## src/rtl/core/sha1_digest_engine_core_macros.svh

```systemverilog
// ----------------------------------------------------------------------------
// SHA-1 digest engine core assertion macros
// Concurrent assertion shorthands clocked on i_clk, disabled in reset.
// ----------------------------------------------------------------------------
`ifndef SHA1_DIGEST_ENGINE_CORE_MACROS_SVH
`define SHA1_DIGEST_ENGINE_CORE_MACROS_SVH

// Same-cycle implication.
`define SDE_ASSERT_IMP(label, ante, cons, msg) \
    label: assert property (@(posedge i_clk) disable iff (!i_rst_n) (ante) |-> (cons)) \
        else $error(msg);

// Next-cycle implication.
`define SDE_ASSERT_NXT(label, ante, cons, msg) \
    label: assert property (@(posedge i_clk) disable iff (!i_rst_n) (ante) |=> (cons)) \
        else $error(msg);

`endif

```

## src/rtl/core/sha1de_pkg.sv

```systemverilog
// ----------------------------------------------------------------------------
// SHA-1 digest engine package
// Shared types, constants and helper functions.
// ----------------------------------------------------------------------------
`timescale 1ns / 1ps

package sha1de_pkg;

    localparam int BUF_WORDS    = 16;
    localparam int CHAIN_WORDS  = 5;
    localparam int ROUNDS       = 80;
    localparam int LAST_PAD_WRD = 13;
    localparam int LEN_HI_WRD   = 14;
    localparam int LAST_BUF_WRD = 15;
    localparam int LONG_PAD_MIN = 56;

    localparam logic [7:0] PAD_BYTE = 8'h80;

    typedef enum logic [3:0] {
        S_IDLE,
        S_PADSET,
        S_PAD,
        S_LEN,
        S_LOADH,
        S_ROUND,
        S_ADD,
        S_OUT_RD,
        S_OUT_LD
    } t_state;

    typedef struct packed {
        logic [31:0] a;
        logic [31:0] b;
        logic [31:0] c;
        logic [31:0] d;
        logic [31:0] e;
    } t_abcde;

    function automatic logic [31:0] init_word(input logic [2:0] idx);
        logic [31:0] v;
        case (idx)
            3'd0:    v = 32'h6745_2301;
            3'd1:    v = 32'hEFCD_AB89;
            3'd2:    v = 32'h98BA_DCFE;
            3'd3:    v = 32'h1032_5476;
            3'd4:    v = 32'hC3D2_E1F0;
            default: v = 32'h0000_0000;
        endcase
        return v;
    endfunction

    function automatic logic [31:0] rotl(input logic [31:0] x, input int n);
        return (x << n) | (x >> (32 - n));
    endfunction

endpackage

```

## src/rtl/core/sha1_digest_engine_core.sv

```systemverilog
// ----------------------------------------------------------------------------
// SHA-1 digest engine core
// Byte-serial SHA-1: block buffer and chaining words held in small RAMs.
// ----------------------------------------------------------------------------
//  channel | dir | handshake              | fields
//  --------+-----+------------------------+----------------------------------
//  in      | in  | i_in_valid/o_in_stall  | data_byte, byte_valid, end_of_msg
//  out     | out | o_out_valid/i_out_stall| digest_word, word_index, last_word
//
//  A filled block reads the five chain words, runs the 80 rounds, then does a
//  read-add-write of each chain word. End of message: pad words (into a second
//  block from 56 bytes on), length words 14 and 15 and a compression per block,
//  then a chain read and load per digest word. Input stall is high outside S_IDLE.
//  Reset is synchronous; the chain RAM reads as the initial hash until written.
//  The output register lets the next message start while word 4 waits.
// ----------------------------------------------------------------------------
`timescale 1ns / 1ps
`include "sha1_digest_engine_core_macros.svh"

module sha1_digest_engine_core (
    input  logic        i_clk,
    input  logic        i_rst_n,
    input  logic        i_in_valid,
    output logic        o_in_stall,
    input  logic [7:0]  i_data_byte,
    input  logic        i_byte_valid,
    input  logic        i_end_of_message,
    output logic        o_out_valid,
    input  logic        i_out_stall,
    output logic [31:0] o_digest_word,
    output logic [2:0]  o_word_index,
    output logic        o_last_word
);
    import sha1de_pkg::*;

    t_state r_state, n_state;
    t_state r_ret, n_ret;

    logic [5:0]  r_fill;
    logic [60:0] r_total;
    logic [3:0]  r_widx;
    logic        r_first;
    logic        r_two;
    logic [2:0]  r_cnt;
    logic [6:0]  r_t;
    logic [2:0]  r_oidx;
    t_abcde      r_work;
    logic [31:0] r_w [BUF_WORDS];

    // block buffer RAM, byte-writable words, big-endian lanes
    logic [31:0] buf_mem [BUF_WORDS];
    logic [31:0] r_brd;
    // chaining RAM with per-entry valid bits
    logic [31:0] chain_mem [CHAIN_WORDS];
    logic [CHAIN_WORDS-1:0] r_cval;
    logic [31:0] r_crd;
    logic        r_crd_val;
    logic [2:0]  r_crd_idx;

    logic        r_out_valid;
    logic [31:0] r_digest_word;
    logic [2:0]  r_word_index;
    logic        r_last_word;

    logic        in_acc;
    logic        out_free;
    logic        pad_end;
    logic [31:0] h_eff;
    logic [31:0] work_sel;
    logic [31:0] w_t;
    logic [31:0] w_sched;
    logic [63:0] bit_len;
    t_abcde      round_next;

    logic        c_rd_en;
    logic [2:0]  c_rd_addr;
    logic        c_wr_en;
    logic        b_wr_en;
    logic [3:0]  b_wr_addr;
    logic [31:0] b_wr_data;
    logic [3:0]  b_wr_be;
    logic        b_rd_en;
    logic [3:0]  b_rd_addr;
    logic        out_load;

    assign o_in_stall = (r_state != S_IDLE);
    assign in_acc     = i_in_valid && !o_in_stall;
    assign out_free   = !r_out_valid || !i_out_stall;
    assign pad_end    = (r_widx == (r_two ? 4'(LAST_BUF_WRD) : 4'(LAST_PAD_WRD)));
    assign bit_len    = {r_total, 3'b000};
    assign h_eff      = r_crd_val ? r_crd : init_word(r_crd_idx);

    always_comb begin
        case (r_crd_idx)
            3'd0:    work_sel = r_work.a;
            3'd1:    work_sel = r_work.b;
            3'd2:    work_sel = r_work.c;
            3'd3:    work_sel = r_work.d;
            default: work_sel = r_work.e;
        endcase
    end

    assign w_sched = rotl(r_w[13] ^ r_w[8] ^ r_w[2] ^ r_w[0], 1);
    assign w_t     = (r_t < 7'(BUF_WORDS)) ? r_brd : w_sched;

    sha1de_round u_round (
        .i_cur   (r_work),
        .i_w     (w_t),
        .i_round (r_t),
        .o_next  (round_next)
    );

    // next state
    always_comb begin
        n_state = r_state;
        n_ret   = r_ret;
        unique case (r_state)
            S_IDLE: begin
                if (in_acc) begin
                    if (i_byte_valid && (r_fill == 6'd63)) begin
                        n_state = S_LOADH;
                        n_ret   = i_end_of_message ? S_PADSET : S_IDLE;
                    end else if (i_end_of_message) begin
                        n_state = S_PADSET;
                    end
                end
            end
            S_PADSET: n_state = S_PAD;
            S_PAD: begin
                if (pad_end) begin
                    if (r_two) begin
                        n_state = S_LOADH;
                        n_ret   = S_PAD;
                    end else begin
                        n_state = S_LEN;
                    end
                end
            end
            S_LEN: begin
                if (r_widx == 4'(LAST_BUF_WRD)) begin
                    n_state = S_LOADH;
                    n_ret   = S_OUT_RD;
                end
            end
            S_LOADH: if (r_cnt == 3'(CHAIN_WORDS)) n_state = S_ROUND;
            S_ROUND: if (r_t == 7'(ROUNDS - 1)) n_state = S_ADD;
            S_ADD:   if (r_cnt == 3'(CHAIN_WORDS)) n_state = r_ret;
            S_OUT_RD: n_state = S_OUT_LD;
            S_OUT_LD: begin
                if (out_free) begin
                    n_state = (r_oidx == 3'(CHAIN_WORDS - 1)) ? S_IDLE : S_OUT_RD;
                end
            end
            default: n_state = S_IDLE;
        endcase
    end

    // memory and output controls
    always_comb begin
        c_rd_en   = 1'b0;
        c_rd_addr = r_cnt;
        c_wr_en   = 1'b0;
        b_wr_en   = 1'b0;
        b_wr_addr = r_widx;
        b_wr_data = 32'h0;
        b_wr_be   = 4'b1111;
        b_rd_en   = 1'b0;
        b_rd_addr = 4'd0;
        out_load  = 1'b0;
        unique case (r_state)
            S_IDLE: begin
                b_wr_en   = in_acc && i_byte_valid;
                b_wr_addr = r_fill[5:2];
                b_wr_data = {4{i_data_byte}};
                b_wr_be   = 4'b1000 >> r_fill[1:0];
            end
            S_PAD: begin
                b_wr_en = 1'b1;
                if (r_first) begin
                    // 0x80 at the fill position, zeros after it, older bytes kept
                    b_wr_data = {PAD_BYTE, 24'h0} >> {r_fill[1:0], 3'b000};
                    b_wr_be   = 4'b1111 >> r_fill[1:0];
                end
            end
            S_LEN: begin
                b_wr_en   = 1'b1;
                b_wr_data = (r_widx == 4'(LEN_HI_WRD)) ? bit_len[63:32] : bit_len[31:0];
            end
            S_LOADH: begin
                c_rd_en = (r_cnt < 3'(CHAIN_WORDS));
                b_rd_en = (r_cnt == 3'(CHAIN_WORDS));
            end
            S_ROUND: begin
                b_rd_en   = (r_t < 7'(BUF_WORDS - 1));
                b_rd_addr = r_t[3:0] + 4'd1;
            end
            S_ADD: begin
                c_rd_en = (r_cnt < 3'(CHAIN_WORDS));
                c_wr_en = (r_cnt != 3'd0);
            end
            S_OUT_RD: begin
                c_rd_en   = 1'b1;
                c_rd_addr = r_oidx;
            end
            S_OUT_LD: out_load = out_free;
            default: ;
        endcase
    end

    // block buffer RAM; rounds never write it, so no read/write overlap
    always_ff @(posedge i_clk) begin
        for (int k = 0; k < 4; k++) begin
            if (b_wr_en && b_wr_be[k]) begin
                buf_mem[b_wr_addr][8*k +: 8] <= b_wr_data[8*k +: 8];
            end
        end
        if (b_rd_en) begin
            r_brd <= buf_mem[b_rd_addr];
        end
    end

    // chain RAM: write entry idx while reading idx+1
    always_ff @(posedge i_clk) begin
        if (c_wr_en) begin
            chain_mem[r_crd_idx] <= h_eff + work_sel;
        end
        if (c_rd_en) begin
            r_crd     <= chain_mem[c_rd_addr];
            r_crd_idx <= c_rd_addr;
        end
    end

    always_ff @(posedge i_clk) begin
        if (!i_rst_n) begin
            r_state     <= S_IDLE;
            r_ret       <= S_IDLE;
            r_fill      <= '0;
            r_total     <= '0;
            r_widx      <= '0;
            r_first     <= 1'b0;
            r_two       <= 1'b0;
            r_cnt       <= '0;
            r_t         <= '0;
            r_oidx      <= '0;
            r_cval      <= '0;
            r_crd_val   <= 1'b0;
            r_out_valid <= 1'b0;
        end else begin
            r_state <= n_state;
            r_ret   <= n_ret;
            if (c_rd_en) begin
                r_crd_val <= r_cval[c_rd_addr];
            end
            if (c_wr_en) begin
                r_cval[r_crd_idx] <= 1'b1;
            end
            unique case (r_state)
                S_IDLE: begin
                    if (in_acc && i_byte_valid) begin
                        r_fill  <= r_fill + 6'd1;
                        r_total <= r_total + 61'd1;
                    end
                end
                S_PADSET: begin
                    r_widx  <= r_fill[5:2];
                    r_first <= 1'b1;
                    r_two   <= (r_fill >= 6'(LONG_PAD_MIN));
                end
                S_PAD: begin
                    r_first <= 1'b0;
                    if (pad_end) begin
                        r_two  <= 1'b0;
                        r_widx <= r_two ? 4'd0 : 4'(LEN_HI_WRD);
                    end else begin
                        r_widx <= r_widx + 4'd1;
                    end
                end
                S_LEN: begin
                    r_widx <= r_widx + 4'd1;
                    r_oidx <= '0;
                end
                S_LOADH: begin
                    r_cnt <= (r_cnt == 3'(CHAIN_WORDS)) ? 3'd0 : r_cnt + 3'd1;
                    r_t   <= '0;
                end
                S_ROUND: r_t <= r_t + 7'd1;
                S_ADD: r_cnt <= (r_cnt == 3'(CHAIN_WORDS)) ? 3'd0 : r_cnt + 3'd1;
                S_OUT_LD: begin
                    if (out_free) begin
                        r_oidx <= r_oidx + 3'd1;
                        if (r_oidx == 3'(CHAIN_WORDS - 1)) begin
                            // back to the initial hash for the next message
                            r_cval  <= '0;
                            r_fill  <= '0;
                            r_total <= '0;
                        end
                    end
                end
                default: ;
            endcase
            if (out_load) begin
                r_out_valid <= 1'b1;
            end else if (!i_out_stall) begin
                r_out_valid <= 1'b0;
            end
        end
    end

    // working variables and schedule window
    always_ff @(posedge i_clk) begin
        if ((r_state == S_LOADH) && (r_cnt != 3'd0)) begin
            r_work <= '{a: r_work.b, b: r_work.c, c: r_work.d, d: r_work.e, e: h_eff};
        end else if (r_state == S_ROUND) begin
            r_work <= round_next;
        end
        if (r_state == S_ROUND) begin
            for (int i = 0; i < BUF_WORDS - 1; i++) begin
                r_w[i] <= r_w[i+1];
            end
            r_w[BUF_WORDS-1] <= w_t;
        end
    end

    always_ff @(posedge i_clk) begin
        if (out_load) begin
            r_digest_word <= h_eff;
            r_word_index  <= r_oidx;
            r_last_word   <= (r_oidx == 3'(CHAIN_WORDS - 1));
        end
    end

    assign o_out_valid   = r_out_valid;
    assign o_digest_word = r_digest_word;
    assign o_word_index  = r_word_index;
    assign o_last_word   = r_last_word;

    `SDE_ASSERT_IMP(a_round_range, r_state == S_ROUND, r_t < 7'(ROUNDS), "round count overran")
    `SDE_ASSERT_IMP(a_add_align, (r_state == S_ADD) && (r_cnt != 3'd0), r_crd_idx == (r_cnt - 3'd1), "chain write misaligned")
    `SDE_ASSERT_NXT(a_full_block, in_acc && i_byte_valid && (r_fill == 6'd63), r_state == S_LOADH, "full block not compressed")
    `SDE_ASSERT_IMP(a_last_tag, r_out_valid, r_last_word == (r_word_index == 3'(CHAIN_WORDS - 1)), "last word flag mismatch")

endmodule

```

## src/rtl/core/sha1de_round.sv

```systemverilog
// ----------------------------------------------------------------------------
// SHA-1 round step
// One compression round: f and K by round range, then the five-word rotate.
// ----------------------------------------------------------------------------
`timescale 1ns / 1ps

module sha1de_round (
    input  sha1de_pkg::t_abcde i_cur,
    input  logic [31:0]        i_w,
    input  logic [6:0]         i_round,
    output sha1de_pkg::t_abcde o_next
);
    import sha1de_pkg::*;

    logic [31:0] f;
    logic [31:0] k;
    logic [31:0] tmp;

    always_comb begin
        if (i_round < 7'd20) begin
            f = (i_cur.b & i_cur.c) | (~i_cur.b & i_cur.d);
            k = 32'h5A82_7999;
        end else if (i_round < 7'd40) begin
            f = i_cur.b ^ i_cur.c ^ i_cur.d;
            k = 32'h6ED9_EBA1;
        end else if (i_round < 7'd60) begin
            f = (i_cur.b & i_cur.c) | (i_cur.b & i_cur.d) | (i_cur.c & i_cur.d);
            k = 32'h8F1B_BCDC;
        end else begin
            f = i_cur.b ^ i_cur.c ^ i_cur.d;
            k = 32'hCA62_C1D6;
        end
    end

    assign tmp = rotl(i_cur.a, 5) + f + i_cur.e + k + i_w;

    always_comb begin
        o_next.a = tmp;
        o_next.b = i_cur.a;
        o_next.c = rotl(i_cur.b, 30);
        o_next.d = i_cur.c;
        o_next.e = i_cur.d;
    end

endmodule

```

## config.mk

```make
export PLATFORM = sky130hd
export DESIGN_NAME = sha1_digest_engine_core
export DESIGN_NICKNAME = d
export VERILOG_FILES = /design/src/rtl/core/sha1de_pkg.sv /design/src/rtl/core/sha1_digest_engine_core.sv /design/src/rtl/core/sha1de_round.sv
export VERILOG_INCLUDE_DIRS = /design/src /design/src/rtl/core
export SDC_FILE = /design/constraint.sdc
export NUM_CORES = 2
export LEC_CHECK = 0
export ABC_AREA = 1
export BUFFER_PORTS_ARGS = -buffer_cell sky130_fd_sc_hd__buf_2
export CORE_MARGIN = 10
export CORE_UTILIZATION = 40
export CTS_BUF_LIST = sky130_fd_sc_hd__clkbuf_8
export DETAILED_ROUTE_END_ITERATION = 8
export PLACE_DENSITY = 0.6
export SETUP_SLACK_MARGIN = 0.1
export SYNTH_ARGS = -nofsm -noshare
export SYNTH_HDL_FRONTEND = slang
export SYNTH_SLANG_ARGS = --single-unit
```

## constraint.sdc

```tcl
create_clock -name i_clk -period 9.1 [get_ports i_clk]
set_clock_uncertainty 0.05 [all_clocks]
set_input_delay 0 -clock i_clk [delete_from_list [all_inputs] [get_ports i_clk]]
set_output_delay 0 -clock i_clk [all_outputs]
set_load 0.05 [all_outputs]
```

==> flow_metrics.py <==
metrics = {
    "critical_path": {
        "critPathLaunchType": "register",
        "worstPathArrival_ps": 6380,
        "timing.setup.critical_path_class": "reg -> reg",
        "launch_point_of_the_worst_reg_to_reg_path": "r_t[2]",
        "critical_path.endpoint": "r_work[158]",
        "rrSetupSlack_ps": 3360,
        "cp_max_fo": 21,
        "worst-endpoint-required_ps": 9740,
        "reg2regPathDepth": 21,
        "startpoint": "r_t[2]",
        "timing.critical_path.to_type": "register",
        "timing.rr.end": "r_work[158]",
    },
    "synthesis": {
        "synth_largest_type_area_fraction": 0.630,
        "synth_commonest_cells": "sky130_fd_sc_hd__edfxtp_1, sky130_fd_sc_hd__nand2_1, sky130_fd_sc_hd__inv_1",
        "syn_avg_cell_area_um2": 11.6,
        "synthCells": 5943,
        "synth_nets": 6158,
        "synth_area_um2": 69000,
        "synth.largest_area_cell": "sky130_fd_sc_hd__edfxtp_1",
        "postSynthRegisterBits": 1547,
        "post-synth-top-count-cell": "sky130_fd_sc_hd__edfxtp_1",
        "synth-async-reset-ratio": 0,
        "synth.top_cells.by_area": "sky130_fd_sc_hd__edfxtp_1, sky130_fd_sc_hd__nand2_1, sky130_fd_sc_hd__inv_1",
        "synth_top_flop_cell": "sky130_fd_sc_hd__edfxtp_1",
        "synth.lib_cells_used.distinct": 63,
        "ys_warn_count": 0,
        "synth_edf_count": 1447,
        "ys_seq_area_frac": 0.659,
    },
    "hold_path": {
        "min_path_type": "in -> reg",
        "min_path_cells": 5,
    },
    "sta": {
        "fin_crit_sh": 0.631,
        "report.final.slew_viol_count": 0,
        "totalNegativeSetupSlack_ps": 0,
        "maxSlewHeadroom": 0.170,
        "worstMarginPinSlew_ps": 1250,
        "rsz0062_at_grt": "no",
        "fin_ws_ps": 3360,
        "max_freq_mhz": 174,
        "report.final.hold_viol_count": 0,
        "finalCriticalPeriod_ps": 5740,
        "report.final.setup_viol": 0,
    },
    "grt": {
        "number_of_global_route_vias_before_repair": 43447,
        "antenna_found_initial": 5,
        "grt.overflow.total": 0,
        "grt_usage": 0.193,
        "grt_first_pass_wirelength_um": 282000,
        "grt_start_max_net_pins": 192,
    },
    "power": {
        "power.net_switching_mw": 4.54,
        "leakagePower_nw": 28.7,
        "internal-power_mw": 11.9,
        "gate_power_share": 0.130,
        "power.ir.vdd_worst_mv": 0.152,
        "total_power_mw": 16.5,
        "power.switching_fraction": 0.276,
        "power.clock.fraction": 0.356,
        "share_of_total_power_in_sequential_cells": 0.514,
        "cellPowerDensity_nw_per_um2": 214,
    },
    "detailed_routing": {
        "drt-total-wl_um": 189000,
        "via_count": 45738,
        "post-route-drc-count": 0,
        "detail-route-antenna-nets": 0,
        "first_drt_pass_iteration_count": 6,
        "drt-wirelength-per-cell_um": 21.9,
        "routed_via_density": 5.30,
        "first_iter_violations": 4898,
    },
    "clocking": {
        "h-tree-depth": 5,
        "clock-sinks": 1547,
        "clock_tree.buffer_depth": 4,
        "ctsRootBufferMaster": "sky130_fd_sc_hd__clkbuf_8",
        "cts_buffers": 279,
        "cts_tree": "built",
        "cts.reportedPaths.clkPinSlew_ps": 70,
        "clk_latency_ps": 980,
    },
    "place": {
        "port-buffer-count": 51,
        "dpl_worst_slack_ps": 3320,
        "place.gp.congestion": 0.945,
        "detailedPlacementHpwl_um": 127000,
    },
    "floorplan": {
        "chipWidth_um": 435,
        "io_pins": 52,
        "floorplan.initialDensity": 0.402,
        "design.die.area_um2": 189000,
        "std_cell_rows": 152,
        "die_height_um": 435,
        "coreArea_um2": 172000,
    },
    "job": {
        "maxCapViolations": 0,
    },
    "cells_and_area": {
        "post_route_cells_drive_above_1_share": 0.0887,
        "postLayoutCoreUtil": 0.448,
        "area_growth_syn_to_layout_pct": 11.5,
        "design.final.nets": 6351,
    },
    "status": {
        "outcome": "finished, final reports clean",
    },
}
==> worst min path at each step <==
stage,from,to
finish,i_data_byte[6],buf_mem[11][30]
global route,i_end_of_message,r_state[2]
CTS,i_end_of_message,r_state[2]
detailed placement,i_end_of_message,r_ret[0]
global placement,i_end_of_message,r_ret[0]
floorplan,i_end_of_message,r_ret[0]
==> logic make-up (layout without fill, tap and decap cells) <==
group | after synthesis | count (layout) | share of synthesized area
mux | 2 | 2 | 0.000290
other cells | 0 | 4 | 0
simple gates | 1700 | 1700 | 0.104
xor+xnor | 135 | 135 | 0.0171
fa+ha+maj | 201 | 201 | 0.0488
compound gates | 1319 | 1319 | 0.113
flops | 1547 | 1547 | 0.659
buf+inv | 1039 | 1408 | 0.0581
==> layout by cell type, fill, tap and decap left out, types with 26 or more instances in the layout <==
| cell type | n |
|---|---|
| sky130_fd_sc_hd__xnor2_1 | 95 |
| sky130_fd_sc_hd__o21bai_1 | 73 |
| sky130_fd_sc_hd__clkbuf_8 | 289 |
| sky130_fd_sc_hd__edfxtp_1 | 1447 |
| sky130_fd_sc_hd__buf_2 | 51 |
| sky130_fd_sc_hd__buf_4 | 73 |
| sky130_fd_sc_hd__nand4_1 | 50 |
| sky130_fd_sc_hd__nor3_1 | 133 |
| sky130_fd_sc_hd__ha_1 | 88 |
| sky130_fd_sc_hd__o22ai_1 | 60 |
| sky130_fd_sc_hd__clkinv_2 | 26 |
| sky130_fd_sc_hd__nand3_1 | 175 |
| sky130_fd_sc_hd__nand2_1 | 907 |
| sky130_fd_sc_hd__a21oi_1 | 329 |
| sky130_fd_sc_hd__o211ai_1 | 160 |
| sky130_fd_sc_hd__or2_2 | 38 |
| sky130_fd_sc_hd__inv_1 | 883 |
| sky130_fd_sc_hd__xor2_1 | 40 |
| sky130_fd_sc_hd__a31oi_1 | 45 |
| sky130_fd_sc_hd__fa_1 | 113 |
| sky130_fd_sc_hd__o21ai_0 | 495 |
| sky130_fd_sc_hd__nor2_1 | 338 |
| sky130_fd_sc_hd__dfxtp_1 | 99 |
| sky130_fd_sc_hd__clkinv_1 | 46 |
==> state kept, by name, indices dropped and copies added, names as in the netlist, 3 cells and up <==
| name | count |
|---|---|
| r_work | 160 |
| o_word_index | 3 |
| r_ret | 3 |
| r_fill | 6 |
| r_cnt | 3 |
| r_t | 7 |
| r_state | 4 |
| r_brd | 32 |
| chain_mem | 160 |
| r_w | 512 |
| o_digest_word | 32 |
| r_crd_idx | 3 |
| r_total | 61 |
| r_crd | 32 |
| buf_mem | 512 |
| r_cval | 5 |
| r_widx | 4 |
| r_oidx | 3 |
==> stage by stage <==
step,instances,instance area [µm²],hold WS [ps]
after CTS,8622,76900,139
after detailed placement,8146,71900,302
after floorplan,5943,69000,97.3
final,8626,76900,220
after global placement,8146,71900,303
after global routing,8626,76900,197
==> critical path, cell delays in order, from the launching register on <==
cell and delay [ps]:
sky130_fd_sc_hd__dfxtp_1 440, sky130_fd_sc_hd__nand2_1 110, sky130_fd_sc_hd__nand3_1 100, sky130_fd_sc_hd__buf_4 240, sky130_fd_sc_hd__clkinv_1 300, sky130_fd_sc_hd__buf_4 340
sky130_fd_sc_hd__nor2_1 270, sky130_fd_sc_hd__inv_1 130, sky130_fd_sc_hd__fa_1 490, sky130_fd_sc_hd__inv_1 50, sky130_fd_sc_hd__fa_1 540, sky130_fd_sc_hd__inv_1 50
sky130_fd_sc_hd__fa_1 500, sky130_fd_sc_hd__inv_1 40, sky130_fd_sc_hd__ha_1 340, sky130_fd_sc_hd__a21oi_1 200, sky130_fd_sc_hd__a21boi_0 490, sky130_fd_sc_hd__o21ai_0 320
sky130_fd_sc_hd__nand3_1 170, sky130_fd_sc_hd__nand3_1 90, sky130_fd_sc_hd__nand3_1 100, sky130_fd_sc_hd__o21ai_0 100
==> layer usage <==
metal	part of all wire	wire [µm]	GRT usage	up-vias
met3	0.077	14600	0.0386	334
met2	0.43	81600	0.281	1743
met5	0.000053	10	0	-
met1	0.46	86700	0.286	22453
li1	-	-	-	21206
met4	0.034	6390	0.0672	2
==> power by group through the flow <==
stage                     clock, mW  combinational, mW  sequential (mW)
after detailed placement          0               2.09             8.61
after floorplan                   0               1.19             8.59
final                          5.86               2.13             8.46
after global placement            0               2.05             8.60
after global routing           6.34               2.30             8.47
after CTS                      6.01               2.11             8.46
==> what timing repair did <==
item,4_1_cts,5_1_grt
hold buffers,19,0
resized for setup,0,0
buffers inserted,0,0
endpoints found under the hold margin,544,0
==> layout make-up <==
cell class	count	area [µm²]
fillers	15889	94700
flip-flops and latches	1547	45500
multi-input cells	3357	19700
clock buffers	289	3980
inverters	806	3040
well taps	2310	2890
repair buffers	145	1030
clock inverters	168	813
diodes	4	10.0
(Power assumes the default switching activity.)
